### config.mk
export PLATFORM = sky130hd
export DESIGN_NAME = bresenham_multi_axis_step_generator
export DESIGN_NICKNAME = d
export VERILOG_FILES = /design/src/rtl/core/bmas_pkg.sv /design/src/rtl/core/bmas_fifo.sv /design/src/rtl/core/bmas_front.sv /design/src/rtl/core/bmas_back.sv /design/src/rtl/core/bresenham_multi_axis_step_generator.sv
export SDC_FILE = /design/constraint.sdc
export NUM_CORES = 2
export LEC_CHECK = 0
export ABC_AREA = 1
export ABC_CLOCK_PERIOD_IN_PS = 21400
export BUFFER_PORTS_ARGS = -buffer_cell sky130_fd_sc_hd__buf_2
export CORE_MARGIN = 1
export CORE_UTILIZATION = 40
export CTS_BUF_LIST = sky130_fd_sc_hd__clkbuf_4
export DETAILED_ROUTE_END_ITERATION = 8
export GPL_TIMING_DRIVEN = 0
export PLACE_DENSITY = 0.63
export SLEW_MARGIN = 0
export SYNTH_ARGS = -nofsm -noshare
export SYNTH_HDL_FRONTEND = slang
export SYNTH_SLANG_ARGS = --single-unit
### constraint.sdc
create_clock -name clock -period 21.4 [get_ports clock]
set_input_delay 1.07 -clock clock [delete_from_list [all_inputs] [get_ports clock]]
set_output_delay 1.07 -clock clock [all_outputs]
set_load 0.01 [all_outputs]
### src/rtl/core/bmas_pkg.sv
// package for the bresenham multi-axis step generator
// shared constants, command codes and the request, result and segment records
// no dependencies
package bmas_pkg;

   // sizes of the datapath
   localparam int QueueDepthDefault = 8;
   localparam int NumBlocks = 7;
   localparam int NumAxes = 3;
   localparam int BlkIdxW = 3;
   localparam int SegStepsW = 16;
   localparam int LevelW = 2;
   localparam int DirW = 3;
   localparam int StepsW = 32;
   localparam int AccW = StepsW + 1;
   localparam int PosW = 32;
   localparam int FreeW = 3;
   localparam int FreeMax = 7;

   // decoupling queues between the parts
   localparam int FifoDepth = 2;
   localparam int FifoPtrW = $clog2(FifoDepth);
   localparam int FifoCntW = $clog2(FifoDepth + 1);

   // register port
   localparam int CsrAddrW = 3;
   localparam int CsrDataW = 32;
   localparam logic [CsrAddrW-1:0] CSR_DIR_INVERT = 3'd0;

   typedef enum logic [1:0] {
      CMD_TICK    = 2'd0,
      CMD_ENQUEUE = 2'd1,
      CMD_BLOCK   = 2'd2,
      CMD_NONE    = 2'd3
   } cmd_type;

   // decoded request handed from the front to the execute side
   typedef struct packed {
      logic                 tick;
      logic                 enq;
      logic                 blk_wr;
      logic [BlkIdxW-1:0]   block_index;
      logic [SegStepsW-1:0] seg_steps;
      logic [LevelW-1:0]    smooth_level;
      logic [DirW-1:0]      dir_bits;
      logic [StepsW-1:0]    steps_x;
      logic [StepsW-1:0]    steps_y;
      logic [StepsW-1:0]    steps_z;
      logic [StepsW-1:0]    event_count;
   } item_type;

   // one queued segment
   typedef struct packed {
      logic [LevelW-1:0]    level;
      logic [BlkIdxW-1:0]   blk;
      logic [SegStepsW-1:0] steps;
   } seg_type;

   // one result
   typedef struct packed {
      logic [NumAxes-1:0]     step_pulses;
      logic [DirW-1:0]        dir_out;
      logic                   segment_done;
      logic                   idle;
      logic [FreeW-1:0]       free_slots;
      logic                   rejected;
      logic signed [PosW-1:0] pos_x;
      logic signed [PosW-1:0] pos_y;
      logic signed [PosW-1:0] pos_z;
   } res_type;

endpackage

### src/rtl/core/bmas_fifo.sv
// two-entry decoupling queue, used for requests and for results
// depends on bmas_pkg for its depth constants
module bmas_fifo import bmas_pkg::*; #(
   parameter int WIDTH = 8
) (
   input  logic             clock,
   input  logic             reset,
   input  logic             push,
   input  logic [WIDTH-1:0] data_in,
   output logic             full,
   input  logic             pop,
   output logic [WIDTH-1:0] data_out,
   output logic             empty
);

   logic [WIDTH-1:0]    mem_ff [FifoDepth];
   logic [FifoPtrW-1:0] wr_ptr_ff, wr_ptr_in;
   logic [FifoPtrW-1:0] rd_ptr_ff, rd_ptr_in;
   logic [FifoCntW-1:0] cnt_ff, cnt_in;
   logic                do_push, do_pop;

   // status and handshake
   assign full     = (cnt_ff == FifoCntW'(FifoDepth));
   assign empty    = (cnt_ff == '0);
   assign do_push  = push && !full;
   assign do_pop   = pop && !empty;
   assign data_out = mem_ff[rd_ptr_ff];

   // pointer and fill count update, depth is a power of two so pointers wrap
   always_comb begin
      wr_ptr_in = do_push ? wr_ptr_ff + 1'b1 : wr_ptr_ff;
      rd_ptr_in = do_pop ? rd_ptr_ff + 1'b1 : rd_ptr_ff;
      cnt_in    = cnt_ff;
      if (do_push && !do_pop) begin
         cnt_in = cnt_ff + 1'b1;
      end else if (do_pop && !do_push) begin
         cnt_in = cnt_ff - 1'b1;
      end
   end

   always_ff @(posedge clock) begin
      if (reset) begin
         wr_ptr_ff <= '0;
         rd_ptr_ff <= '0;
         cnt_ff    <= '0;
      end else begin
         wr_ptr_ff <= wr_ptr_in;
         rd_ptr_ff <= rd_ptr_in;
         cnt_ff    <= cnt_in;
      end
   end

   // storage
   always_ff @(posedge clock) begin
      if (do_push) begin
         mem_ff[wr_ptr_ff] <= data_in;
      end
   end

endmodule

### src/rtl/core/bmas_front.sv
// front end: accepts requests, decodes the command and queues the decoded request
// depends on bmas_pkg and bmas_fifo
module bmas_front import bmas_pkg::*; (
   input  logic                 clock,
   input  logic                 reset,
   input  logic                 req_push,
   output logic                 req_full,
   input  logic [1:0]           req_cmd,
   input  logic [BlkIdxW-1:0]   req_block_index,
   input  logic [SegStepsW-1:0] req_seg_steps,
   input  logic [LevelW-1:0]    req_smooth_level,
   input  logic [DirW-1:0]      req_dir_bits,
   input  logic [StepsW-1:0]    req_steps_x,
   input  logic [StepsW-1:0]    req_steps_y,
   input  logic [StepsW-1:0]    req_steps_z,
   input  logic [StepsW-1:0]    req_event_count,
   output item_type             item,
   output logic                 item_valid,
   input  logic                 item_pop
);

   item_type dec;
   logic     iq_empty;

   // command decode, block slot seven is not a real slot
   always_comb begin
      dec              = '0;
      dec.block_index  = req_block_index;
      dec.seg_steps    = req_seg_steps;
      dec.smooth_level = req_smooth_level;
      dec.dir_bits     = req_dir_bits;
      dec.steps_x      = req_steps_x;
      dec.steps_y      = req_steps_y;
      dec.steps_z      = req_steps_z;
      dec.event_count  = req_event_count;
      case (cmd_type'(req_cmd))
         CMD_TICK: begin
            dec.tick = 1'b1;
         end
         CMD_ENQUEUE: begin
            dec.enq = 1'b1;
         end
         CMD_BLOCK: begin
            dec.blk_wr = (req_block_index < BlkIdxW'(NumBlocks));
         end
         default: begin
            dec.tick = 1'b0;
         end
      endcase
   end

   // queue towards the execute side
   bmas_fifo #(
      .WIDTH ($bits(item_type))
   ) u_iq (
      .clock    (clock),
      .reset    (reset),
      .push     (req_push),
      .data_in  (dec),
      .full     (req_full),
      .pop      (item_pop),
      .data_out (item),
      .empty    (iq_empty)
   );

   assign item_valid = !iq_empty;

endmodule

### src/rtl/core/bmas_back.sv
// execute side: segment ring queue, block table, bresenham counters and positions
// depends on bmas_pkg
module bmas_back import bmas_pkg::*; #(
   parameter int QUEUE_DEPTH = QueueDepthDefault
) (
   input  logic            clock,
   input  logic            reset,
   input  item_type        item,
   input  logic            item_valid,
   output logic            item_pop,
   input  logic [DirW-1:0] dir_flip,
   output res_type         res,
   output logic            res_push,
   input  logic            res_full
);

   localparam int PtrW = (QUEUE_DEPTH > 1) ? $clog2(QUEUE_DEPTH) : 1;
   localparam int CntW = $clog2(QUEUE_DEPTH + 1);
   localparam logic [CntW-1:0] CntMax = CntW'(QUEUE_DEPTH - 1);
   localparam logic [PtrW-1:0] PtrLast = PtrW'(QUEUE_DEPTH - 1);

   // segment queue
   seg_type           seg_mem_ff [QUEUE_DEPTH];
   seg_type           seg_head_ff;
   seg_type           seg_new;
   logic [PtrW-1:0]   head_ff, head_in;
   logic [PtrW-1:0]   tail_ff, tail_in;
   logic [CntW-1:0]   cnt_ff, cnt_in;

   // block table
   logic [DirW-1:0]   blk_dir_ff [NumBlocks];
   logic [StepsW-1:0] blk_steps_ff [NumBlocks][NumAxes];
   logic [StepsW-1:0] blk_events_ff [NumBlocks];

   // counters and machine state
   logic [AccW-1:0]        acc_ff [NumAxes];
   logic [AccW-1:0]        acc_in [NumAxes];
   logic [StepsW-1:0]      inc_ff [NumAxes];
   logic [StepsW-1:0]      inc_in [NumAxes];
   logic signed [PosW-1:0] pos_ff [NumAxes];
   logic signed [PosW-1:0] pos_in [NumAxes];
   logic [SegStepsW-1:0]   steps_left_ff, steps_left_in;
   logic [BlkIdxW-1:0]     cur_block_ff, cur_block_in;
   logic [StepsW-1:0]      cur_ev_ff, cur_ev_in;
   logic                   loaded_ff, loaded_in;
   logic                   active_ff, active_in;
   logic [DirW-1:0]        dir_ff, dir_in;

   // working signals
   logic                 go;
   logic                 start, run, load, enq_ok;
   logic [BlkIdxW-1:0]   hb;
   logic [DirW-1:0]      tbl_dir;
   logic [StepsW-1:0]    tbl_steps [NumAxes];
   logic [StepsW-1:0]    tbl_ev;
   logic [StepsW-1:0]    ev_use;
   logic [SegStepsW-1:0] steps_base;
   logic [AccW-1:0]      acc_base [NumAxes];
   logic [AccW-1:0]      sum [NumAxes];
   logic [AccW-1:0]      diff [NumAxes];
   logic [NumAxes-1:0]   pulses;
   logic                 done, idle, rej;
   logic [CntW-1:0]      free_w;

   assign go       = item_valid && !res_full;
   assign item_pop = go;
   assign res_push = go;

   assign seg_new.level = item.smooth_level;
   assign seg_new.blk   = item.block_index;
   assign seg_new.steps = item.seg_steps;

   // block table read for the segment at the head of the queue, slot seven reads zero
   assign hb = seg_head_ff.blk;
   always_comb begin
      tbl_dir = '0;
      tbl_ev  = '0;
      for (int a = 0; a < NumAxes; a++) begin
         tbl_steps[a] = '0;
      end
      if (hb < BlkIdxW'(NumBlocks)) begin
         tbl_dir = blk_dir_ff[hb];
         tbl_ev  = blk_events_ff[hb];
         for (int a = 0; a < NumAxes; a++) begin
            tbl_steps[a] = blk_steps_ff[hb][a];
         end
      end
   end

   // request execution
   always_comb begin
      head_in       = head_ff;
      tail_in       = tail_ff;
      cnt_in        = cnt_ff;
      steps_left_in = steps_left_ff;
      cur_block_in  = cur_block_ff;
      cur_ev_in     = cur_ev_ff;
      loaded_in     = loaded_ff;
      active_in     = active_ff;
      dir_in        = dir_ff;
      start         = 1'b0;
      run           = 1'b0;
      load          = 1'b0;
      enq_ok        = 1'b0;
      pulses        = '0;
      done          = 1'b0;
      idle          = 1'b0;
      rej           = 1'b0;
      ev_use        = cur_ev_ff;
      steps_base    = steps_left_ff;
      for (int a = 0; a < NumAxes; a++) begin
         acc_in[a]   = acc_ff[a];
         inc_in[a]   = inc_ff[a];
         pos_in[a]   = pos_ff[a];
         acc_base[a] = acc_ff[a];
         sum[a]      = '0;
         diff[a]     = '0;
      end

      if (go && item.tick) begin
         start = !active_ff && (cnt_ff != '0);
         run   = start || active_ff;
         idle  = !run;
         // segment start: latch direction and increments, reload counters on a new block
         if (start) begin
            load         = !loaded_ff || (cur_block_ff != hb);
            steps_base   = (seg_head_ff.steps == '0) ? SegStepsW'(1) : seg_head_ff.steps;
            ev_use       = tbl_ev;
            dir_in       = tbl_dir;
            cur_block_in = hb;
            cur_ev_in    = tbl_ev;
            loaded_in    = 1'b1;
            for (int a = 0; a < NumAxes; a++) begin
               inc_in[a] = tbl_steps[a] >> seg_head_ff.level;
               if (load) begin
                  acc_base[a] = {2'b00, tbl_ev[StepsW-1:1]};
               end
            end
         end
         // one bresenham event on each axis
         if (run) begin
            for (int a = 0; a < NumAxes; a++) begin
               sum[a]  = acc_base[a] + {1'b0, inc_in[a]};
               diff[a] = sum[a] - {1'b0, ev_use};
               if (sum[a] > {1'b0, ev_use}) begin
                  pulses[a] = 1'b1;
                  acc_in[a] = diff[a];
                  pos_in[a] = dir_in[a] ? pos_ff[a] - 32'sd1 : pos_ff[a] + 32'sd1;
               end else begin
                  acc_in[a] = sum[a];
               end
            end
            steps_left_in = steps_base - 1'b1;
            if (steps_left_in == '0) begin
               done      = 1'b1;
               active_in = 1'b0;
               tail_in   = (tail_ff == PtrLast) ? '0 : tail_ff + 1'b1;
               cnt_in    = cnt_ff - 1'b1;
            end else begin
               active_in = 1'b1;
            end
         end
      end else if (go && item.enq) begin
         // segment enqueue, refused when the ring is full
         if (cnt_ff == CntMax) begin
            rej = 1'b1;
         end else begin
            enq_ok  = 1'b1;
            head_in = (head_ff == PtrLast) ? '0 : head_ff + 1'b1;
            cnt_in  = cnt_ff + 1'b1;
         end
      end else if (go && item.blk_wr) begin
         // keep the cached event count of the running block in step with the table
         if (item.block_index == cur_block_ff) begin
            cur_ev_in = item.event_count;
         end
      end
   end

   // result record
   assign free_w = CntMax - cnt_in;
   always_comb begin
      res              = '0;
      res.step_pulses  = pulses;
      res.dir_out      = dir_in ^ dir_flip;
      res.segment_done = done;
      res.idle         = idle;
      res.free_slots   = (32'(free_w) > 32'(FreeMax)) ? FreeW'(FreeMax) : FreeW'(free_w);
      res.rejected     = rej;
      res.pos_x        = pos_in[0];
      res.pos_y        = pos_in[1];
      res.pos_z        = pos_in[2];
   end

   // control state
   always_ff @(posedge clock) begin
      if (reset) begin
         head_ff       <= '0;
         tail_ff       <= '0;
         cnt_ff        <= '0;
         steps_left_ff <= '0;
         cur_block_ff  <= '0;
         cur_ev_ff     <= '0;
         loaded_ff     <= 1'b0;
         active_ff     <= 1'b0;
         dir_ff        <= '0;
         for (int a = 0; a < NumAxes; a++) begin
            acc_ff[a] <= '0;
            inc_ff[a] <= '0;
            pos_ff[a] <= '0;
         end
      end else begin
         head_ff       <= head_in;
         tail_ff       <= tail_in;
         cnt_ff        <= cnt_in;
         steps_left_ff <= steps_left_in;
         cur_block_ff  <= cur_block_in;
         cur_ev_ff     <= cur_ev_in;
         loaded_ff     <= loaded_in;
         active_ff     <= active_in;
         dir_ff        <= dir_in;
         for (int a = 0; a < NumAxes; a++) begin
            acc_ff[a] <= acc_in[a];
            inc_ff[a] <= inc_in[a];
            pos_ff[a] <= pos_in[a];
         end
      end
   end

   // segment ring write
   always_ff @(posedge clock) begin
      if (enq_ok) begin
         seg_mem_ff[head_ff] <= seg_new;
      end
   end

   // registered read of the oldest segment, with write-through into an empty ring
   always_ff @(posedge clock) begin
      if (enq_ok && (head_ff == tail_in)) begin
         seg_head_ff <= seg_new;
      end else begin
         seg_head_ff <= seg_mem_ff[tail_in];
      end
   end

   // block table write
   always_ff @(posedge clock) begin
      if (go && item.blk_wr) begin
         blk_dir_ff[item.block_index]       <= item.dir_bits;
         blk_steps_ff[item.block_index][0]  <= item.steps_x;
         blk_steps_ff[item.block_index][1]  <= item.steps_y;
         blk_steps_ff[item.block_index][2]  <= item.steps_z;
         blk_events_ff[item.block_index]    <= item.event_count;
      end
   end

   // checks
   a_active_has_segment: assert property (@(posedge clock) disable iff (reset)
      active_ff |-> (cnt_ff != '0))
      else $error("segment running with an empty ring");

   a_done_stops: assert property (@(posedge clock) disable iff (reset)
      (go && done) |=> !active_ff)
      else $error("segment still running after completion");

   a_done_frees_slot: assert property (@(posedge clock) disable iff (reset)
      (go && done) |=> (cnt_ff == $past(cnt_ff) - 1'b1))
      else $error("completed segment did not free its ring slot");

   a_idle_only_empty: assert property (@(posedge clock) disable iff (reset)
      (go && idle) |-> ((cnt_ff == '0) && !active_ff))
      else $error("idle tick with work pending");

   a_reject_only_full: assert property (@(posedge clock) disable iff (reset)
      (go && rej) |=> (cnt_ff == CntMax))
      else $error("enqueue refused while ring had room");

endmodule

### src/rtl/core/bresenham_multi_axis_step_generator.sv
// Three-axis Bresenham step generator with a segment ring queue and a block table.
// Requests are taken at one per cycle when req_full is low, and each gives exactly one
// result, which can be popped once registered in the result queue. A request passes a
// two-entry decode queue, then the execute stage that starts the next segment if needed
// and runs the three 33-bit accumulate-and-compare steps, then a two-entry result queue.
// The execute stage is the only place a request waits on the prior one, so the sustained
// rate is one request per cycle while results are drained. No clearing pass after reset.
// depends on bmas_pkg, bmas_front, bmas_back and bmas_fifo
module bresenham_multi_axis_step_generator import bmas_pkg::*; #(
   parameter int QUEUE_DEPTH = QueueDepthDefault
) (
   input  logic                   clock,
   input  logic                   reset,
   // request side
   input  logic                   req_push,
   output logic                   req_full,
   input  logic [1:0]             req_cmd,
   input  logic [BlkIdxW-1:0]     req_block_index,
   input  logic [SegStepsW-1:0]   req_seg_steps,
   input  logic [LevelW-1:0]      req_smooth_level,
   input  logic [DirW-1:0]        req_dir_bits,
   input  logic [StepsW-1:0]      req_steps_x,
   input  logic [StepsW-1:0]      req_steps_y,
   input  logic [StepsW-1:0]      req_steps_z,
   input  logic [StepsW-1:0]      req_event_count,
   // result side
   output logic                   rsp_empty,
   input  logic                   rsp_pop,
   output logic [NumAxes-1:0]     rsp_step_pulses,
   output logic [DirW-1:0]        rsp_dir_out,
   output logic                   rsp_segment_done,
   output logic                   rsp_idle,
   output logic [FreeW-1:0]       rsp_free_slots,
   output logic                   rsp_rejected,
   output logic signed [PosW-1:0] rsp_pos_x,
   output logic signed [PosW-1:0] rsp_pos_y,
   output logic signed [PosW-1:0] rsp_pos_z,
   // register port
   input  logic                   csr_psel,
   input  logic                   csr_penable,
   input  logic                   csr_pwrite,
   input  logic [CsrAddrW-1:0]    csr_paddr,
   input  logic [CsrDataW-1:0]    csr_pwdata,
   output logic [CsrDataW-1:0]    csr_prdata,
   output logic                   csr_pready
);

   item_type        item;
   logic            item_valid, item_pop;
   res_type         res, rsp_res;
   logic            res_push, res_full;
   logic [DirW-1:0] mask_ff, mask_in;

   // register port, single direction invert register
   assign csr_pready = 1'b1;
   assign csr_prdata = (csr_paddr == CSR_DIR_INVERT) ? CsrDataW'(mask_ff) : '0;

   always_comb begin
      mask_in = mask_ff;
      if (csr_psel && csr_penable && csr_pwrite && csr_pready &&
          (csr_paddr == CSR_DIR_INVERT)) begin
         mask_in = csr_pwdata[DirW-1:0];
      end
   end

   always_ff @(posedge clock) begin
      if (reset) begin
         mask_ff <= '0;
      end else begin
         mask_ff <= mask_in;
      end
   end

   // decode and request queue
   bmas_front u_front (
      .clock            (clock),
      .reset            (reset),
      .req_push         (req_push),
      .req_full         (req_full),
      .req_cmd          (req_cmd),
      .req_block_index  (req_block_index),
      .req_seg_steps    (req_seg_steps),
      .req_smooth_level (req_smooth_level),
      .req_dir_bits     (req_dir_bits),
      .req_steps_x      (req_steps_x),
      .req_steps_y      (req_steps_y),
      .req_steps_z      (req_steps_z),
      .req_event_count  (req_event_count),
      .item             (item),
      .item_valid       (item_valid),
      .item_pop         (item_pop)
   );

   // execute
   bmas_back #(
      .QUEUE_DEPTH (QUEUE_DEPTH)
   ) u_back (
      .clock      (clock),
      .reset      (reset),
      .item       (item),
      .item_valid (item_valid),
      .item_pop   (item_pop),
      .dir_flip   (mask_ff),
      .res        (res),
      .res_push   (res_push),
      .res_full   (res_full)
   );

   // result queue
   bmas_fifo #(
      .WIDTH ($bits(res_type))
   ) u_rq (
      .clock    (clock),
      .reset    (reset),
      .push     (res_push),
      .data_in  (res),
      .full     (res_full),
      .pop      (rsp_pop),
      .data_out (rsp_res),
      .empty    (rsp_empty)
   );

   assign rsp_step_pulses  = rsp_res.step_pulses;
   assign rsp_dir_out      = rsp_res.dir_out;
   assign rsp_segment_done = rsp_res.segment_done;
   assign rsp_idle         = rsp_res.idle;
   assign rsp_free_slots   = rsp_res.free_slots;
   assign rsp_rejected     = rsp_res.rejected;
   assign rsp_pos_x        = rsp_res.pos_x;
   assign rsp_pos_y        = rsp_res.pos_y;
   assign rsp_pos_z        = rsp_res.pos_z;

endmodule

# Word level (Yosys, flattened, before mapping)

Memories as Yosys holds them, arrays and structs flattened. A register that Yosys moved wholly into a read port is not among the register bits.
Index checks and enable logic that the tools add are counted.

Register bits: 77
Bits in writable memories: 1,902
Input bits: 196
Output and inout bits: 143
Word-level logic and storage cells: 221
Memories kept: 9

Memories:

| name                 | words | width | read ports | clocked after memory_dff | wr ports | line            | text |
|---|---|---|---|---|---|---|---|
| u_back.blk_steps_ff  | 7     | 96    | 1          | 0                        | 1        | bmas_back.sv:32 | `logic [StepsW-1:0] blk_steps_ff [NumBlocks][NumAxes];` |
| u_front.u_iq.mem_ff  | 2     | 155   | 1          | 1                        | 1        | bmas_fifo.sv:16 | `logic [WIDTH-1:0] mem_ff [FifoDepth];` |
| u_back.blk_events_ff | 7     | 32    | 1          | 0                        | 1        | bmas_back.sv:33 | `logic [StepsW-1:0] blk_events_ff [NumBlocks];` |
| u_rq.mem_ff          | 2     | 108   | 1          | 1                        | 1        | bmas_fifo.sv:16 |  |
| u_back.seg_mem_ff    | 8     | 21    | 1          | 1                        | 1        | bmas_back.sv:23 | `seg_type seg_mem_ff [QUEUE_DEPTH];` |
| u_back.acc_ff        | 3     | 33    | 3          | 0                        | 3        | bmas_back.sv:36 | `logic [AccW-1:0] acc_ff [NumAxes];` |
| 3 more memories      | n/a   | n/a   | n/a        | n/a                      | n/a      | n/a             |  |

Add/subtract/negate cells: 26
Order comparisons: 6
Eq/ne operators: 10
Shifts and indexed selects: 3
Muxes and demuxes: 95
Bitwise gates (word level): 12
Reduce and logical (&&, ||, !) cells: 44

Operators with widths:

| operator                                                             | number |
|---|---|
| 32-bit two-way mux                                                   | 19 |
| 96-bit two-way mux                                                   | 6 |
| 99-bit two-way mux                                                   | 4 |
| 33-bit two-way mux                                                   | 9 |
| 33-bit by 32-bit adder with 33-bit output                            | 3 |
| 33-bit by 32-bit > comparator with 1-bit output                      | 3 |
| 33-bit by 32-bit subtractor with 33-bit output                       | 3 |
| 32-bit by 2-bit adder with 32-bit output, second input constant      | 3 |
| 32-bit by 2-bit >> shifter with 32-bit output                        | 3 |
| 32-bit by 2-bit subtractor with 32-bit output, second input constant | 3 |
| 16-bit two-way mux                                                   | 3 |
| 3-bit two-way mux                                                    | 13 |
| 16-bit zero test                                                     | 2 |
| 1-bit two-way mux                                                    | 32 |
| 4-bit two-way mux                                                    | 5 |
| 1-bit logical AND                                                    | 16 |
| 16-bit by 1-bit subtractor with 16-bit output, second input constant | 1 |
| 1-bit zero test                                                      | 11 |
| 1-bit OR                                                             | 9 |
| 2-bit two-way mux                                                    | 4 |
| 2-bit nonzero test                                                   | 4 |
| 3-bit by 1-bit adder with 3-bit output, second input constant        | 2 |
| 2-bit equality test, second input constant                           | 3 |
| 3-bit equality test, second input constant                           | 2 |
| other kinds (21)                                                     | 33 |

# Longest topological paths before layout

Depth after elaboration: 13
Mapped depth: 52
Depth with buffers taken out: 48

# By module

From an unflattened synthesis, not the netlist that was laid out.

Cells, all modules: 9,530
Area total of the unflattened synthesis: 95,758.1 sq um

By module, submodules not included:

| module                              | times used | cells each | area each (sq um) | sequential area each (sq um) |
|---|---|---|---|---|
| bmas_back                           | 1          | 8,563      | 75,667.6          | 39,788.2 |
| bmas_fifo at u_front.u_iq           | 1          | 519        | 11,518.5          | 9,409.0 |
| bmas_fifo at u_rq                   | 1          | 373        | 8,105.3           | 6,586.3 |
| bresenham_multi_axis_step_generator | 1          | 66         | 431.7             | 60.1 |
| bmas_front                          | 1          | 9          | 35.0              | 0.0 |

# Worst setup path after synthesis

Ideal clock, no wire load.

Path kind: reg-to-reg
From: register (tool-made name)
To: memory u_back.blk_dir_ff[6][0] (enable)
Setup time: 0.781 ns
Arrival time: 9.888 ns
Data required time: 20.619 ns
Slack: 10.731 ns
Stages on the path, launching flop included: 6
Path buffers: 1
Clock period less this slack: 10.669 ns
Cells stage by stage: dfxtp_1 -> clkbuf_1 -> nand2_1 -> a21oi_1 -> nand2_1 -> nor3_1

RTL lines:

| what      | line            | text |
|---|---|---|
| to (decl) | bmas_back.sv:31 | `logic [DirW-1:0] blk_dir_ff [NumBlocks];` |

==> results.json <==
{
  "die_x_um": 489.3,
  "r2r_setup_slack_ns": 10.41,
  "fmax_ghz": 0.09101,
  "post-dp-hpwl_um": 236900,
  "synth_edf_count": 1611,
  "min_to": "u_rq.rd_ptr_ff",
  "synth_seq_area_share_pct": 58.78,
  "max_slew_margin_pct": 4.229,
  "drive_gt1_share_pct": 13.99,
  "synthArstFlopShare_pct": 0,
  "wl_um": 322000,
  "dr.pass1.iters": 8,
  "cts-root-buf": "clkbuf_4",
  "fp.dieArea_sq_um": 239400,
  "required_ns": 22.45,
  "syn_to_final_growth_pct": 16.12,
  "fin_crit_sh_pct": 51.35,
  "start_util_pct": 40.32,
  "vias": 77100,
  "netlist_top_cells_area": "edfxtp_1 (51%), nand2_1 (8.8%), dfxtp_1 (7.9%)",
  "gp_congestion": 1.046,
  "via_per_inst": 5.390,
  "clock_sinks": 1984,
  "hold_viol": 0,
  "ioPinCount": 339,
  "row_count": 178,
  "yosysWarnings": 0,
  "rr_endpoint": "u_rq.mem_ff[0][33]",
  "core_sq_um": 235600,
  "slew_viol_final": 0,
  "antenna_found_initial": 20,
  "post_cts_resized": 0,
  "r2r_cells": 46,
  "setup_violations": 0,
  "yosysTopAreaCellShare_pct": 50.92,
  "min_path_cells": 3,
  "ant_nets": 0,
  "crit_slowest_cell": "clkbuf_1",
  "grt_pass1_vias": 74440,
  "ys_seq_elements": 1984,
  "tightest_slew_ns": 1.437,
  "clkTransAtPathRegs_ns": 0.06,
  "status": "completed",
  "period_minus_slack_ns": 10.99,
  "drc": 0,
  "gr-total-overflow": 0,
  "ys.flop_type": "edfxtp_1",
  "crit_buf_inv": 6,
  "syn_area_per_cell_sq_um": 9.807,
  "portBuffers": 278,
  "clock_latency_ns": 1.47,
  "drtIter0Drc": 7447,
  "critPathLaunchType": "register",
  "crit_arrival_ns": 12.04,
  "nets": 11270,
  "numCtsBuffers": 547,
  "post_drt_wl_per_cell_um": 22.51,
  "cp-end-kind": "register",
  "setup_tns_ns": 0,
  "die_h_um": 489.3,
  "cts.path.max_buffers": 4,
  "criticalPathCategory": "reg -> reg",
  "tritoncts": "built",
  "placed_cell_area_sq_um": 101900,
  "grt_pass1_wl_um": 468200,
  "grt_usage_pct": 26.35,
  "cts-htree-levels": 6,
  "slowest_delay_ns": 0.82,
  "syn_inst": 9687,
  "fill_cells": 22140,
  "rsz0062_at_grt": "no",
  "drv_cap": 0,
  "cp_max_fo": 10,
  "grt_max_degree": 34,
  "cp_top_family": "simple AND/OR/NAND/NOR gates",
  "fin_skew_ns": 0.1768,
  "fin_area_sq_um": 110300,
  "hold_path.class": "in -> reg",
  "min_from": "rsp_pop",
  "synth_top_area_cell": "edfxtp_1",
  "syn_area_sq_um": 95000,
  "yosysUniqueCellTypes": 67,
  "timing.critical_path.mode_cell": "nand2_1"
}
-- per-layer routing --
metal / routed length, um / track usage [%] / up-vias / share of wire (%)
met4: 15480 / 12.32 / 16 / 4.8
met1: 132600 / 33.92 / 36670 / 41
li1: - / - / 36020 / -
met2: 145100 / 41.96 / 3675 / 45
met3: 28710 / 6.034 / 722 / 8.9
met5: 105 / 0 / - / 0.033
-- metrics by stage --
stage | util (%) | hold slack [ns] | setup WS [ns] | instances
finish | 46.82 | 0.2901 | 10.41 | 14310
global route | 46.81 | 0.1823 | 10.06 | 14300
CTS | 46.79 | 0.1655 | 10.81 | 14280
detailed placement | 43.23 | 0.4505 | 10.84 | 13220
global placement | 42.62 | 0.4375 | 1.035 | 13140
floorplan | - | 0.4257 | 10.73 | 9715
-- cells in the final DEF (no fill, tap or decap), types with 18 or more instances in the layout --
| cell | n |
|---|---|
| buf_2 | 335 |
| a221oi_1 | 21 |
| nor2_4 | 18 |
| edfxtp_1 | 1611 |
| clkinv_1 | 81 |
| o221ai_1 | 88 |
| inv_1 | 587 |
| inv_2 | 47 |
| o21bai_1 | 103 |
| xnor2_1 | 101 |
| clkbuf_1 | 313 |
| nand4_1 | 71 |
| nand2_1 | 2227 |
| nor2_1 | 1041 |
| nand2_2 | 23 |
| ha_1 | 291 |
| diode_2 | 21 |
| or2_2 | 18 |
| clkbuf_4 | 780 |
| o21ai_2 | 26 |
| dlygate4sd3_1 | 161 |
| buf_4 | 41 |
| xor2_1 | 163 |
| o21ai_0 | 937 |
| o21ai_1 | 125 |
| a21o_1 | 23 |
| mux2_2 | 108 |
| dfxtp_1 | 373 |
| conb_1 | 30 |
| a21boi_0 | 19 |
| buf_6 | 34 |
| a21oi_1 | 592 |
| a31oi_1 | 46 |
| buf_1 | 52 |
| o22ai_1 | 51 |
| buf_12 | 48 |
| nor3_1 | 51 |
| nand3_1 | 226 |
| o211ai_1 | 68 |
| o21a_1 | 21 |
-- kinds of logic after synthesis --
kind of cell,count (synthesis),share of synthesized area (%)
compound gates,2175,12.92
flops,1984,58.78
fa+ha+maj,300,4.022
simple gates,3744,15.76
xor+xnor,264,2.434
mux,110,1.301
buf+inv,1108,4.776
other cells,2,0.007905
-- area by class of cell --
class | instances | area (sq um) | share of cell area [%]
well taps | 3150 | 3941 | 3.573
plain buffers | 480 | 2170 | 1.967
repair buffers | 511 | 4250 | 3.853
clock buffers | 780 | 5856 | 5.308
diodes | 21 | 52.55 | 0.04764
clock inverters | 128 | 932.1 | 0.8450
inverters | 628 | 2370 | 2.148
flip-flops and latches | 1984 | 55840 | 50.62
multi-input cells | 6623 | 34900 | 31.64
-- flip-flops by register name, indices dropped and copies added (netlist names), 2 cells and up, named ones only --
| register | count |
|---|---|
| u_back.cur_ev_ff | 32 |
| u_front.u_iq.cnt_ff | 2 |
| u_back.pos_ff | 96 |
| mask_ff | 3 |
| u_back.cnt_ff | 4 |
| u_back.blk_events_ff | 224 |
| u_back.head_ff | 3 |
| u_back.inc_ff | 96 |
| u_back.acc_ff | 99 |
| u_back.seg_mem_ff | 168 |
| u_back.cur_block_ff | 3 |
| u_back.tail_ff | 3 |
| u_back.dir_ff | 3 |
| u_back.steps_left_ff | 16 |
| u_front.u_iq.mem_ff | 310 |
| u_back.blk_steps_ff | 672 |
| u_rq.cnt_ff | 2 |
| u_rq.mem_ff | 216 |
| u_back.blk_dir_ff | 21 |
-- how the worst max path moves through the flow --
stage                     startpoint                           to  cells past startpoint
after floorplan             register      u_back.blk_dir_ff[6][0]                      5
after global placement      register  u_back.blk_events_ff[6][11]                      3
after detailed placement    register           u_rq.mem_ff[0][47]                     46
after CTS                   register           u_rq.mem_ff[0][33]                     46
after global routing        register           u_rq.mem_ff[0][33]                     46
final                       register           u_rq.mem_ff[0][33]                     46
-- Yosys cell counts (51+ instances only) --
master and instances:
a21oi_1 592, buf_1 52, buf_2 57, clkbuf_1 315
dfxtp_1 373, edfxtp_1 1611, ha_1 291, inv_1 587
mux2_2 108, nand2_1 2227, nand3_1 226, nand4_1 71
nor2_1 1057, nor3_1 54, o211ai_1 68, o21ai_0 938
o21ai_1 127, o21bai_1 103, o221ai_1 88, o22ai_1 51
xnor2_1 101, xor2_1 163
-- worst min-delay path, stage by stage --
cell and delay [ns]:
buf_2 0.12, o21ai_0 0.23, a21oi_1 0.11
-- what timing repair did --
item                                   CTS  global route
hold buffers                           161             0
endpoints found under the hold margin  309             0
buffers inserted                         0             0
Power is not shown: default switching activity piles up to over one toggle a cycle in this logic, so the estimate is an artifact.
